`config.mk`:
```
export PLATFORM = sky130hd
export DESIGN_NAME = cpu_register_file_and_alu_execute_core
export DESIGN_NICKNAME = d
export VERILOG_FILES = /design/src/cpuexe_pkg.sv /design/src/cpuexe_front.sv /design/src/cpuexe_back.sv /design/src/cpu_register_file_and_alu_execute_core.sv
export SDC_FILE = /design/constraint.sdc
export NUM_CORES = 1
export LEC_CHECK = 0
export BUFFER_PORTS_ARGS = -buffer_cell sky130_fd_sc_hd__buf_2
export CELL_PAD_IN_SITES_DETAIL_PLACEMENT = 1
export CELL_PAD_IN_SITES_GLOBAL_PLACEMENT = 2
export CORE_MARGIN = 2
export CORE_UTILIZATION = 30
export CTS_CLUSTER_SIZE = 24
export DETAILED_ROUTE_END_ITERATION = 10
export PLACE_DENSITY = 0.73
export SLEW_MARGIN = 20
export SYNTH_ARGS = -nofsm -noshare
export SYNTH_HDL_FRONTEND = slang
export SYNTH_SLANG_ARGS = --single-unit
export TNS_END_PERCENT = 100
```
`constraint.sdc`:
```
create_clock -name aclk -period 25 [get_ports aclk]
set_clock_uncertainty 0.05 [all_clocks]
set_input_delay 5 -clock aclk [delete_from_list [all_inputs] [get_ports aclk]]
set_output_delay 5 -clock aclk [all_outputs]
set_load 0.02 [all_outputs]
```
`src/cpuexe_pkg.sv`:
```
`timescale 1ns / 1ps
package cpuexe_pkg;

    localparam int QueueDepth = 2;

    typedef enum logic [4:0] {
        CMD_NOP      = 5'd0,
        CMD_LD_R     = 5'd1,
        CMD_LD_A_BC  = 5'd2,
        CMD_LD_A_DE  = 5'd3,
        CMD_LD_BC_A  = 5'd4,
        CMD_LD_DE_A  = 5'd5,
        CMD_LD_A_HLI = 5'd6,
        CMD_LD_A_HLD = 5'd7,
        CMD_LD_HLI_A = 5'd8,
        CMD_LD_HLD_A = 5'd9,
        CMD_LD_A_NN  = 5'd10,
        CMD_LD_NN_A  = 5'd11,
        CMD_LD_A_IOC = 5'd12,
        CMD_LD_IOC_A = 5'd13,
        CMD_LDH_A_N  = 5'd14,
        CMD_LDH_N_A  = 5'd15,
        CMD_LD_RR_NN = 5'd16,
        CMD_LD_SP_HL = 5'd17,
        CMD_LD_HL_SP = 5'd18,
        CMD_LD_NN_SP = 5'd19,
        CMD_PUSH     = 5'd20,
        CMD_POP      = 5'd21,
        CMD_ADD      = 5'd22,
        CMD_ADC      = 5'd23,
        CMD_SUB      = 5'd24,
        CMD_INC      = 5'd25,
        CMD_DEC      = 5'd26,
        CMD_ILL27    = 5'd27,
        CMD_ILL28    = 5'd28,
        CMD_ILL29    = 5'd29,
        CMD_ILL30    = 5'd30,
        CMD_ILL31    = 5'd31
    } cmd_t;

    localparam logic [2:0] ACC_NONE = 3'd0;
    localparam logic [2:0] ACC_RD8  = 3'd1;
    localparam logic [2:0] ACC_RD16 = 3'd2;
    localparam logic [2:0] ACC_WR8  = 3'd3;
    localparam logic [2:0] ACC_WR16 = 3'd4;

    localparam logic [2:0] SEL_MEM = 3'd6;
    localparam logic [1:0] PAIR_HL = 2'd2;
    localparam logic [1:0] PAIR_LAST = 2'd3;
    localparam logic [15:0] IO_PAGE = 16'hFF00;

    // Decoded request as it sits in the queue
    typedef struct packed {
        cmd_t        cmd;
        logic [2:0]  dst;
        logic        src_imm;
        logic [2:0]  src;
        logic [1:0]  pair;
        logic [15:0] imm;
        logic [15:0] mdata;
    } op_t;

    typedef struct packed {
        logic [2:0]  acc;
        logic [15:0] addr;
        logic [15:0] wdata;
        logic [7:0]  a;
        logic [7:0]  f;
        logic [15:0] bc;
        logic [15:0] de;
        logic [15:0] hl;
        logic [15:0] sp;
    } res_t;

endpackage

```
`src/cpuexe_front.sv`:
```
`timescale 1ns / 1ps
module cpuexe_front
    import cpuexe_pkg::*;
#(
    parameter int Depth = QueueDepth
) (
    input  logic        aclk,
    input  logic        aresetn,
    input  logic        in_valid,
    output logic        in_ready,
    input  logic [4:0]  in_cmd,
    input  logic [2:0]  in_dst,
    input  logic [3:0]  in_src,
    input  logic [1:0]  in_pair,
    input  logic [15:0] in_imm,
    input  logic [15:0] in_mdata,
    output logic        q_valid,
    input  logic        q_ready,
    output op_t         q_op
);
    localparam int AW = (Depth > 1) ? $clog2(Depth) : 1;

    op_t            mem_reg [Depth];
    logic [AW-1:0]  wr_reg, rd_reg;
    logic [AW:0]    cnt_reg;
    op_t            op_in;
    logic           push, pop;

    always_comb begin
        op_in.cmd     = cmd_t'(in_cmd);
        op_in.dst     = in_dst;
        op_in.src_imm = in_src[3];
        op_in.src     = in_src[2:0];
        op_in.pair    = in_pair;
        op_in.imm     = in_imm;
        op_in.mdata   = in_mdata;
    end

    assign in_ready = (cnt_reg != (AW+1)'(Depth));
    assign q_valid  = (cnt_reg != '0);
    assign q_op     = mem_reg[rd_reg];
    assign push     = in_valid && in_ready;
    assign pop      = q_valid && q_ready;

    always_ff @(posedge aclk) begin
        if (push) begin
            mem_reg[wr_reg] <= op_in;
        end
    end

    always_ff @(posedge aclk) begin
        if (!aresetn) begin
            wr_reg  <= '0;
            rd_reg  <= '0;
            cnt_reg <= '0;
        end else begin
            if (push) begin
                wr_reg <= (wr_reg == AW'(Depth - 1)) ? '0 : wr_reg + 1'b1;
            end
            if (pop) begin
                rd_reg <= (rd_reg == AW'(Depth - 1)) ? '0 : rd_reg + 1'b1;
            end
            cnt_reg <= cnt_reg + (AW+1)'(push) - (AW+1)'(pop);
        end
    end
endmodule

```
`src/cpuexe_back.sv`:
```
`timescale 1ns / 1ps
module cpuexe_back
    import cpuexe_pkg::*;
(
    input  logic aclk,
    input  logic aresetn,
    input  logic q_valid,
    output logic q_ready,
    input  op_t  q_op,
    output logic out_valid,
    input  logic out_ready,
    output res_t out_res
);
    // register file: B C D E H L F A
    logic [7:0]  rf_reg [8];
    logic [7:0]  rf_next [8];
    logic [15:0] sp_reg, sp_next;
    logic        vld_reg;
    res_t        res_reg;
    res_t        res_c;
    logic        fire;

    assign q_ready   = !vld_reg || out_ready;
    assign fire      = q_valid && q_ready;
    assign out_valid = vld_reg;
    assign out_res   = res_reg;

    function automatic logic [15:0] pair_of(input logic [7:0] r [8], input logic [1:0] p);
        logic [15:0] w;
        unique case (p)
            2'd0:    w = {r[0], r[1]};
            2'd1:    w = {r[2], r[3]};
            2'd2:    w = {r[4], r[5]};
            default: w = {r[7], r[6]};
        endcase
        return w;
    endfunction

    always_comb begin
        logic [15:0] hl, ext, nhl;
        logic [7:0]  a, ib, mb, v, old, nw;
        logic [8:0]  s;
        logic [4:0]  hs;
        logic        cin, cf, mem_src;
        for (int i = 0; i < 8; i++) rf_next[i] = rf_reg[i];
        sp_next = sp_reg;
        hl  = {rf_reg[4], rf_reg[5]};
        a   = rf_reg[7];
        ib  = q_op.imm[7:0];
        mb  = q_op.mdata[7:0];
        cf  = rf_reg[6][4];
        res_c.acc   = ACC_NONE;
        res_c.addr  = '0;
        res_c.wdata = '0;
        mem_src = !q_op.src_imm && (q_op.src == SEL_MEM);
        v   = q_op.src_imm ? ib : (mem_src ? mb : rf_reg[q_op.src]);
        old = (q_op.dst == SEL_MEM) ? mb : rf_reg[q_op.dst];
        ext = {{8{ib[7]}}, ib};
        nhl = (q_op.cmd == CMD_LD_A_HLI || q_op.cmd == CMD_LD_HLI_A) ? hl + 16'd1 : hl - 16'd1;
        s = '0; hs = '0; cin = 1'b0; nw = '0;
        unique case (q_op.cmd)
            CMD_LD_R: begin
                if (!(q_op.dst == SEL_MEM && mem_src)) begin
                    if (mem_src) begin
                        res_c.acc = ACC_RD8; res_c.addr = hl;
                    end
                    if (q_op.dst == SEL_MEM) begin
                        res_c.acc = ACC_WR8; res_c.addr = hl; res_c.wdata = {8'h00, v};
                    end else begin
                        rf_next[q_op.dst] = v;
                    end
                end
            end
            CMD_LD_A_BC, CMD_LD_A_DE: begin
                res_c.acc  = ACC_RD8;
                res_c.addr = pair_of(rf_reg, {1'b0, q_op.cmd[0] ^ 1'b0 ? 1'b1 : 1'b0});
                rf_next[7] = mb;
            end
            CMD_LD_BC_A, CMD_LD_DE_A: begin
                res_c.acc   = ACC_WR8;
                res_c.addr  = pair_of(rf_reg, {1'b0, q_op.cmd == CMD_LD_DE_A});
                res_c.wdata = {8'h00, a};
            end
            CMD_LD_A_HLI, CMD_LD_A_HLD: begin
                res_c.acc = ACC_RD8; res_c.addr = hl; rf_next[7] = mb;
                {rf_next[4], rf_next[5]} = nhl;
            end
            CMD_LD_HLI_A, CMD_LD_HLD_A: begin
                res_c.acc = ACC_WR8; res_c.addr = hl; res_c.wdata = {8'h00, a};
                {rf_next[4], rf_next[5]} = nhl;
            end
            CMD_LD_A_NN: begin
                res_c.acc = ACC_RD8; res_c.addr = q_op.imm; rf_next[7] = mb;
            end
            CMD_LD_NN_A: begin
                res_c.acc = ACC_WR8; res_c.addr = q_op.imm; res_c.wdata = {8'h00, a};
            end
            CMD_LD_A_IOC: begin
                res_c.acc = ACC_RD8; res_c.addr = IO_PAGE | {8'h00, rf_reg[1]};
                rf_next[7] = mb;
            end
            CMD_LD_IOC_A: begin
                res_c.acc = ACC_WR8; res_c.addr = IO_PAGE | {8'h00, rf_reg[1]};
                res_c.wdata = {8'h00, a};
            end
            CMD_LDH_A_N: begin
                res_c.acc = ACC_RD8; res_c.addr = IO_PAGE | {8'h00, ib}; rf_next[7] = mb;
            end
            CMD_LDH_N_A: begin
                res_c.acc = ACC_WR8; res_c.addr = IO_PAGE | {8'h00, ib};
                res_c.wdata = {8'h00, a};
            end
            CMD_LD_RR_NN: begin
                unique case (q_op.pair)
                    2'd0:    {rf_next[0], rf_next[1]} = q_op.imm;
                    2'd1:    {rf_next[2], rf_next[3]} = q_op.imm;
                    2'd2:    {rf_next[4], rf_next[5]} = q_op.imm;
                    default: sp_next = q_op.imm;
                endcase
            end
            CMD_LD_SP_HL: sp_next = hl;
            CMD_LD_HL_SP: begin
                hs = {1'b0, sp_reg[3:0]} + {1'b0, ib[3:0]};
                s  = {1'b0, sp_reg[7:0]} + {1'b0, ib};
                rf_next[6] = {2'b00, hs[4], s[8], 4'h0};
                {rf_next[4], rf_next[5]} = sp_reg + ext;
            end
            CMD_LD_NN_SP: begin
                res_c.acc = ACC_WR16; res_c.addr = q_op.imm; res_c.wdata = sp_reg;
            end
            CMD_PUSH: begin
                sp_next     = sp_reg - 16'd2;
                res_c.acc   = ACC_WR16;
                res_c.addr  = sp_next;
                res_c.wdata = pair_of(rf_reg, q_op.pair);
            end
            CMD_POP: begin
                res_c.acc  = ACC_RD16;
                res_c.addr = sp_reg;
                sp_next    = sp_reg + 16'd2;
                unique case (q_op.pair)
                    2'd0: {rf_next[0], rf_next[1]} = q_op.mdata;
                    2'd1: {rf_next[2], rf_next[3]} = q_op.mdata;
                    2'd2: {rf_next[4], rf_next[5]} = q_op.mdata;
                    default: begin
                        rf_next[7] = q_op.mdata[15:8];
                        rf_next[6] = {q_op.mdata[7:4], 4'h0};
                    end
                endcase
            end
            CMD_ADD, CMD_ADC: begin
                if (mem_src) begin
                    res_c.acc = ACC_RD8; res_c.addr = hl;
                end
                cin = (q_op.cmd == CMD_ADC) && cf;
                s  = {1'b0, a} + {1'b0, v} + {8'h00, cin};
                hs = {1'b0, a[3:0]} + {1'b0, v[3:0]} + {4'h0, cin};
                rf_next[6] = {s[7:0] == 8'h00, 1'b0, hs[4], s[8], 4'h0};
                rf_next[7] = s[7:0];
            end
            CMD_SUB: begin
                if (mem_src) begin
                    res_c.acc = ACC_RD8; res_c.addr = hl;
                end
                s = {1'b0, a} - {1'b0, v};
                rf_next[6] = {s[7:0] == 8'h00, 1'b1, a[3:0] < v[3:0], a < v, 4'h0};
                rf_next[7] = s[7:0];
            end
            CMD_INC, CMD_DEC: begin
                nw = (q_op.cmd == CMD_INC) ? old + 8'd1 : old - 8'd1;
                rf_next[6] = {nw == 8'h00, q_op.cmd == CMD_DEC,
                              (q_op.cmd == CMD_INC) ? (nw[3:0] == 4'h0) : (old[3:0] == 4'h0),
                              cf, 4'h0};
                if (q_op.dst == SEL_MEM) begin
                    res_c.acc = ACC_WR8; res_c.addr = hl; res_c.wdata = {8'h00, nw};
                end else begin
                    rf_next[q_op.dst] = nw;
                end
            end
            default: ;
        endcase
        res_c.a  = rf_next[7];
        res_c.f  = rf_next[6];
        res_c.bc = {rf_next[0], rf_next[1]};
        res_c.de = {rf_next[2], rf_next[3]};
        res_c.hl = {rf_next[4], rf_next[5]};
        res_c.sp = sp_next;
    end

    always_ff @(posedge aclk) begin
        if (!aresetn) begin
            for (int i = 0; i < 8; i++) rf_reg[i] <= '0;
            sp_reg  <= '0;
            vld_reg <= 1'b0;
        end else begin
            if (fire) begin
                for (int i = 0; i < 8; i++) rf_reg[i] <= rf_next[i];
                sp_reg  <= sp_next;
                res_reg <= res_c;
            end
            if (fire) vld_reg <= 1'b1;
            else if (out_ready) vld_reg <= 1'b0;
        end
    end
endmodule

```
`src/cpu_register_file_and_alu_execute_core.sv`:
```
`timescale 1ns / 1ps
// Execute core for a decoded 8-bit CPU instruction subset with its own
// register file (A, F, B, C, D, E, H, L) and stack pointer.
// Slave channel s_*: one decoded instruction per request; s_tdata carries
// command, dst_sel, src_sel, pair_sel, imm_value and the memory read data.
// Master channel m_*: one result per instruction, the memory access it makes
// and every register value after it.
// The front end takes requests into a two-entry queue; the back end executes
// one instruction per cycle, as long as the output register is free or being
// taken, against the register file and holds the result in an output register.
// A request is registered in the queue and then in the output register;
// a new instruction can enter the back end while its last result is taken.
// When the receiver stalls, the output register holds its result and the
// queue fills; s_tready drops only once both queue entries are taken.
// Reset (aresetn low, synchronous) clears all registers and SP to zero and
// empties the queue and output register.
module cpu_register_file_and_alu_execute_core
    import cpuexe_pkg::*;
#(
    parameter int Depth = QueueDepth
) (
    input  logic          aclk,
    input  logic          aresetn,
    input  logic          s_tvalid,
    output logic          s_tready,
    // command[4:0], dst_sel[7:5], src_sel[11:8], pair_sel[13:12],
    // imm_value[29:14], mem_data[45:30], zero fill
    input  logic [47:0]   s_tdata,
    output logic          m_tvalid,
    input  logic          m_tready,
    // mem_access[2:0], mem_addr[18:3], mem_write_data[34:19], reg_a[42:35],
    // reg_flags[50:43], reg_bc[66:51], reg_de[82:67], reg_hl[98:83],
    // reg_sp[114:99], zero fill
    output logic [119:0]  m_tdata
);
    logic q_valid, q_ready;
    op_t  q_op;
    res_t res;

    // queue decoded requests
    cpuexe_front #(.Depth(Depth)) u_front (
        .aclk, .aresetn,
        .in_valid (s_tvalid), .in_ready (s_tready),
        .in_cmd   (s_tdata[4:0]),   .in_dst   (s_tdata[7:5]),
        .in_src   (s_tdata[11:8]),  .in_pair  (s_tdata[13:12]),
        .in_imm   (s_tdata[29:14]), .in_mdata (s_tdata[45:30]),
        .q_valid, .q_ready, .q_op
    );

    // execute and hold the result
    cpuexe_back u_back (
        .aclk, .aresetn,
        .q_valid, .q_ready, .q_op,
        .out_valid (m_tvalid), .out_ready (m_tready), .out_res (res)
    );

    assign m_tdata = {5'd0, res.sp, res.hl, res.de, res.bc, res.f, res.a,
                      res.wdata, res.addr, res.acc};

    // flag low nibble is always zero
    a_flag_nib: assert property (@(posedge aclk) disable iff (!aresetn)
        m_tvalid |-> m_tdata[46:43] == 4'h0) else $error("flag low nibble set");

    // a stalled result holds
    a_hold: assert property (@(posedge aclk) disable iff (!aresetn)
        m_tvalid && !m_tready |=> m_tvalid && $stable(m_tdata)) else $error("result changed");

    // no access means zero address and data
    a_none: assert property (@(posedge aclk) disable iff (!aresetn)
        m_tvalid && m_tdata[2:0] == ACC_NONE |-> m_tdata[34:3] == 32'd0)
        else $error("stray access fields");
endmodule
```
==> impl_metrics.sql, run 1 <==
INSERT INTO impl_metrics (metric_group, metric, value, unit) VALUES
('final_layout', 'drive_above_1_share', '20.2', '%'),
('global_route', 'overflow', '0', ''),
('timing', 'setup_slack', '17.70', 'ns'),
('global_route', 'globalRouteTotalUtil', '28.6', '%'),
('clock_tree', 'ctsHtreeMaxLevel', '2', ''),
('yosys', 'synth-async-reset-ratio', '0', '%'),
('critical_path', 'cp_max_fo', '71', ''),
('global_route', 'via_count_of_the_first_global_routing_pass', '18800', ''),
('yosys', 'post-synth-top-count-cell', 'sky130_fd_sc_hd__edfxtp_1', ''),
('final_layout', 'n_antenna_cell', '0', ''),
('timing', 'worstMarginPinSlew', '1.28', 'ns'),
('floorplan', 'num_io_pins', '174', ''),
('floorplan', 'die_width', '261', 'µm'),
('critical_path', 'startpoint_type', 'input port', ''),
('timing', 'relSlewSlack', '14.8', '%'),
('global_route', 'grt_first_pass_wirelength', '140000', 'µm'),
('timing', 'max_clock_freq', '137', 'MHz'),
('drt', 'detail_route.wirelength.met1', '42200', 'µm'),
('pwr', 'fin_total_pwr', '0.00322', 'W'),
('worst_hold_path', 'hold_path_class', 'reg -> reg', ''),
('job', 'cap_viol_max_count', '0', ''),
('placement', 'place.port_buffers', '166', ''),
('drt', 'drt-pass1-iter-count', '7', ''),
('drt', 'routed-wl-met2', '44600', 'µm'),
('final_layout', 'largest_register_ff_count', '115', ''),
('clock_tree', 'worst_skew_pair.late_latency', '0.55', 'ns'),
('yosys', 'synth-edff-count', '207', ''),
('critical_path', 'critical-path-max-stage-delay', '0.73', 'ns'),
('floorplan', 'floorplan.core_area', '65600', 'µm²'),
('critical_path', 'critical_path.cell_chain', 'buf_2, nor2b_1, or2_2, buf_4, nor2_4, buf_4', ''),
('drt', 'drt-vias-per-instance', '6.23', ''),
('yosys', 'synth.mux.area_fraction', '7.55', '%'),
('clock_tree', 'post-cts-setup-buffers', '0', ''),
('floorplan', 'rows', '94', ''),
('timing', 'hold_ws', '0.478', 'ns'),
('yosys', 'synth.yosys.seq_area_share', '39.9', '%'),
('floorplan', 'chipHeight', '261', 'µm'),
('yosys', 'area_share_of_the_largest_cell_type_after_synthesis', '31.3', '%'),
('critical_path', 'critPathMostFrequentCell', 'sky130_fd_sc_hd__buf_4', ''),
('drt', 'initial_detailed_routing_violation_count', '2229', ''),
('critical_path', 'worstPathBufferInverterCount', '3', ''),
('floorplan', 'die-area', '68300', 'µm²'),
('floorplan', 'effective_utilization_at_floorplan', '30.3', '%'),
('yosys', 'synth.ff_latch_count', '293', ''),
('final_layout', 'layout-area-overhead-vs-synth', '14.2', '%'),
('yosys', 'post_synth_most_frequent_cells', 'sky130_fd_sc_hd__edfxtp_1 (207), sky130_fd_sc_hd__nand2_1 (168), sky130_fd_sc_hd__nor2_1 (162)', ''),
('status', 'run_status', 'finished, final reports clean', ''),
('drt', 'vias', '19000', ''),
('global_route', 'antenna_found_initial', '6', ''),
('critical_path', 'worstPathArrival', '7.42', 'ns'),
('timing', 'maxSlewViolCount', '0', ''),
('drt', 'route.final.wire_length', '99800', 'µm'),
('drt', 'dr.max_layer_used', 'met5', ''),
('timing', 'min_period', '7.30', 'ns'),
('critical_path', 'timing.critical_path.required', '25.12', 'ns'),
('critical_path', 'cp_top_family', 'buffers and inverters', ''),
('critical_path', 'worst-setup-path-type', 'in -> reg', ''),
('clock_tree', 'hold_buffers', '0', ''),
('clock_tree', 'cts_root_buffer', 'sky130_fd_sc_hd__clkbuf_16', ''),
('yosys', 'synthXorXnorAreaFrac', '2.20', '%'),
('final_layout', 'post_layout_nonfiller_instances', '3054', ''),
('clock_tree', 'worst_setup_hold_path_clk_slew', '0.06', 'ns'),
('critical_path', 'timing.critical_path.to_type', 'flip-flop', ''),
('placement', 'dp_cells', '2992', ''),
('clock_tree', 'cts_resized', '0', ''),
('clock_tree', 'cts_made_buffers', '35', ''),
('pwr', 'cellPowerDensity', '142', 'nW/µm²'),
('clock_tree', 'clock_sinks', '293', ''),
('placement', 'hpwl', '74600', 'µm'),
('critical_path', 'worst_path_slowest_cell', 'sky130_fd_sc_hd__buf_4', ''),
('global_route', 'grt_max_degree', '72', '');
[worst paths after layout]
path,startpoint,endpoint,slack (ns),cells past startpoint
worst max-delay path,m_tready,u_back.out_res[73],17.70,6
worst min-delay path,u_front.rd_reg,flip-flop,0.48,2
worst max register to register,flip-flop,u_back.out_res[24],18.41,13
worst min register to register,u_front.rd_reg,flip-flop,0.48,2
[power breakdown]
group	total (W)	internal [W]	switching (W)
sequential	0.000850	0.000684	0.000167
clock	0.000484	0.000271	0.000213
combinational	0.00189	0.000618	0.00127
[metal layers]
metal | vias to the layer above | GRT usage, %
li1 | 8153 | -
met1 | 9660 | 37.7
met2 | 964 | 45.2
met3 | 242 | 5.19
met4 | 2 | 13.8
met5 | - | 0
[through the flow]
| step | area (µm²) | utilization, % |
|---|---|---|
| final | 22700 | 34.6 |
| after detailed placement | 21600 | 33.0 |
| after global placement | 21600 | 33.0 |
| after global routing | 22700 | 34.6 |
| after floorplan | 19900 | - |
| after CTS | 22700 | 34.6 |
[placed cells by master, fill, tap and decap left out, drive strengths merged, types with 35 or more instances in the layout]
cell type  Yosys  final
clkbuf        82     40
nor2         163    163
dfxtp         86     86
inv           49     51
a211oi        36     36
mux2i         61     61
nor3          42     42
edfxtp       207    207
nand2        169    169
xnor2         35     35
o22ai         47     47
nand3         39     39
o21ai        145    145
a21oi        134    134
ha            59     59
buf           63    233
[layout make-up]
cell class                 count  area, µm²
fill                        7493      42900
multi-input combinational   1552      11100
sequential                   293       7940
timing repair buffer         233       1330
tap                          864       1080
clock buffer                  40        905
inverter                      50        189
clock inverter                22        154
[worst register-to-register path: cells and delay by family (launching register included)]
kind | cells | cell delay, ns
simple gates | 1 | 0.48
buf+inv | 1 | 0.82
compound gates | 9 | 3.00
flops | 1 | 0.85
fa+ha+maj | 1 | 0.63
xor+xnor | 1 | 0.45
[cells by family (layout without fill, tap and decap cells)]
group           count (synthesis)  after routing
fa+ha+maj                      65             65
compound gates                732            732
other cells                     1              5
flops                         293            293
buf+inv                       195            345
simple gates                  587            587
xor+xnor                       50             50
mux                           113            113
Power figures use the tool's default switching activity.
==> run 2, diff against run 1 <==
Clock period 25 ns to 7.1 ns, I/O delays scaled along.
==> impl_metrics.sql, run 2 (synthesis gave the netlist of run 1 again) <==
INSERT INTO impl_metrics (metric_group, metric, value, unit) VALUES
('status', 'run_status', 'finished, final reports clean', ''),
('pwr', 'vdd.ir_drop.worst', '0.000194', 'V'),
('final_layout', 'fin_nets', '2287', ''),
('job', 'cap_viol_max_count', '0', ''),
('final_layout', 'layout-area-overhead-vs-synth', '15.2', '%'),
('critical_path', 'reg2regPathDepth', '15', ''),
('critical_path', 'timing.critical_path.required', '7.34', 'ns'),
('final_layout', 'mostFrequentLayoutCells', 'sky130_fd_sc_hd__edfxtp_1 (207), sky130_fd_sc_hd__nand2_1 (168), sky130_fd_sc_hd__buf_2 (166)', ''),
('floorplan', 'chipHeight', '261', 'µm'),
('clock_tree', 'cts_root_buffer', 'sky130_fd_sc_hd__clkbuf_16', ''),
('global_route', 'globalRouteTotalUtil', '28.4', '%'),
('final_layout', 'drive_above_1_share', '20.7', '%'),
('critical_path', 'startpoint_type', 'flip-flop', ''),
('floorplan', 'rows', '94', ''),
('clock_tree', 'cts_made_buffers', '35', ''),
('drt', 'drc_markers', '0', ''),
('critical_path', 'worstPathArrival', '6.00', 'ns'),
('floorplan', 'die_width', '261', 'µm'),
('floorplan', 'num_io_pins', '174', ''),
('pwr', 'cellPowerDensity', '506', 'nW/µm²'),
('critical_path', 'timing.critical_path.to_type', 'flip-flop', ''),
('critical_path', 'timing.critical_path.to', 'u_back.out_res[79]', ''),
('final_layout', 'fill_cells', '7476', ''),
('timing', 'min_period', '5.76', 'ns'),
('floorplan', 'floorplan.core_area', '65600', 'µm²'),
('clock_tree', 'clock_sinks', '293', ''),
('critical_path', 'critical_path.cell_chain', 'buf_12, mux2_1, mux4_2, o22a_1, o21ai_2, inv_1, ha_1, nor3b_1, a2111oi_0, a2bb2oi_1, xor2_1, nor2_1, a21oi_1, o211ai_1, a21boi_1', ''),
('clock_tree', 'ctsHtreeMaxLevel', '2', ''),
('pwr', 'power.static_leakage', '8.47', 'nW'),
('clock_tree', 'cts_max_path_buffers', '3', ''),
('global_route', 'grt_first_pass_wirelength', '139000', 'µm'),
('floorplan', 'die-area', '68300', 'µm²'),
('clock_tree', 'worst_skew_pair.late_latency', '0.58', 'ns'),
('final_layout', 'post-route-util', '34.9', '%'),
('timing', 'maxSlewViolCount', '0', ''),
('timing', 'unrepaired_setup_endpoints_after_global_routing', 'no', ''),
('worst_hold_path', 'hold_path_class', 'reg -> reg', ''),
('floorplan', 'effective_utilization_at_floorplan', '30.3', '%'),
('timing', 'setup_tns', '0', 'ns'),
('clock_tree', 'cts_tree', 'done', ''),
('final_layout', 'mostFrequentLayoutCell', 'sky130_fd_sc_hd__edfxtp_1', ''),
('timing', 'final_setup_fails', '0', ''),
('critical_path', 'worst-path-stages', '15', ''),
('critical_path', 'critical-path-max-stage-delay', '0.86', 'ns'),
('clock_tree', 'worst_setup_hold_path_clk_slew', '0.06', 'ns'),
('clock_tree', 'cts_resized', '0', ''),
('critical_path', 'worst_reg_to_reg_setup_slack', '1.34', 'ns'),
('drt', 'route.final.wire_length', '98700', 'µm'),
('timing', 'timing_hold_violations_final', '0', ''),
('global_route', 'overflow', '0', ''),
('clock_tree', 'hold_buffers', '0', ''),
('final_layout', 'largest_register_ff_count', '115', ''),
('critical_path', 'worst_path_slowest_cell', 'sky130_fd_sc_hd__a2111oi_0', ''),
('placement', 'hpwl', '73800', 'µm'),
('placement', 'place.port_buffers', '166', ''),
('critical_path', 'timing.rr.end', 'u_back.out_res[79]', ''),
('critical_path', 'worst-setup-path-type', 'reg -> reg', ''),
('timing', 'worstMarginPinSlew', '1.29', 'ns'),
('drt', 'vias', '19100', ''),
('timing', 'max_clock_freq', '174', 'MHz'),
('drt', 'initial_detailed_routing_violation_count', '2286', ''),
('placement', 'routabilityCongestion', '1.00', ''),
('critical_path', 'cp_max_fo', '65', ''),
('global_route', 'via_count_of_the_first_global_routing_pass', '18900', ''),
('drt', 'drt-vias-per-instance', '6.23', ''),
('global_route', 'antenna_found_initial', '6', ''),
('drt', 'drt.antenna.violating_nets', '0', ''),
('global_route', 'grt_max_degree', '68', ''),
('timing', 'relSlewSlack', '14.3', '%'),
('critical_path', 'cp_top_family', 'compound AO/OA/AOI/OAI gates', ''),
('drt', 'wl_cell', '32.2', 'µm'),
('critical_path', 'worstPathBufferInverterCount', '2', ''),
('drt', 'drt-pass1-iter-count', '8', ''),
('timing', 'min_period_over_period', '81.1', '%'),
('clock_tree', 'post-cts-setup-buffers', '0', '');
[run 2: changes by cell type in the layout (fill, tap and decap cells not counted), moves of 2 or more]
cell	previous run	this run
sky130_fd_sc_hd__clkinv_1	9	1
sky130_fd_sc_hd__diode_2	0	6
sky130_fd_sc_hd__buf_4	67	71
sky130_fd_sc_hd__bufinv_16	1	5
sky130_fd_sc_hd__clkbuf_1	4	7
sky130_fd_sc_hd__clkinv_2	3	5
sky130_fd_sc_hd__clkinvlp_4	6	4
[run 2: stage by stage]
| step | cells | power [W] | setup slack (ns) | hold WS [ns] | cell area (µm²) |
|---|---|---|---|---|---|
| floorplan | 2040 | 0.00689 | 1.47 | 0.389 | 19900 |
| CTS | 3061 | 0.0115 | 1.41 | 0.481 | 22900 |
| finish | 3067 | 0.0116 | 1.34 | 0.472 | 22900 |
| global route | 3062 | 0.0121 | 1.08 | 0.500 | 22900 |
| detailed placement | 2997 | 0.00950 | 1.41 | 0.458 | 21700 |
| global placement | 2997 | 0.00937 | 1.49 | 0.450 | 21700 |
[run 2: how the worst min path moves through the flow]
stage / startpoint / endpoint / slack, ns / cells after the start
final: u_front.rd_reg / u_front.rd_reg / 0.47 / 2
after global placement: u_front.rd_reg / u_front.rd_reg / 0.45 / 2
after detailed placement: u_front.rd_reg / flip-flop / 0.46 / 2
after global routing: u_front.cnt_reg[0] / u_back.out_valid / 0.50 / 2
after CTS: u_front.rd_reg / u_front.rd_reg / 0.48 / 2
after floorplan: u_back.rf_reg[10] / u_back.rf_reg[10] / 0.39 / 1
[run 2: final cells by class]
cell class              instances  area, µm²  share of cell area, %
well taps                     864       1080                   4.72
clock buffers                  44        941                   4.11
diodes                          6       15.0                 0.0655
multi-input cells            1552      11100                   48.4
flip-flops and latches        293       7940                   34.7
clock inverters                20        265                   1.16
repair buffers                238       1380                   6.04
inverters                      50        188                  0.819
[run 2: tightest hold or removal path, cell delays in order, from the launching register on]
cell	delay, ns
sky130_fd_sc_hd__dfxtp_1	0.32
sky130_fd_sc_hd__xnor2_1	0.08
sky130_fd_sc_hd__nor2_1	0.08
[run 2: layer usage]
metal	share of wire (%)	wire length [µm]	global-route usage, %	vias to the layer above
met5	0	0	0	-
met2	44	43600	44.2	987
li1	-	-	-	8191
met3	8.2	8140	5.20	273
met1	41	40800	37.0	9667
met4	6.3	6220	16.1	0
[run 2: report_power, final]
group / switching (W) / internal (W)
Combinational: 0.00443 / 0.00221
Clock: 0.000793 / 0.00114
Sequential: 0.000623 / 0.00241
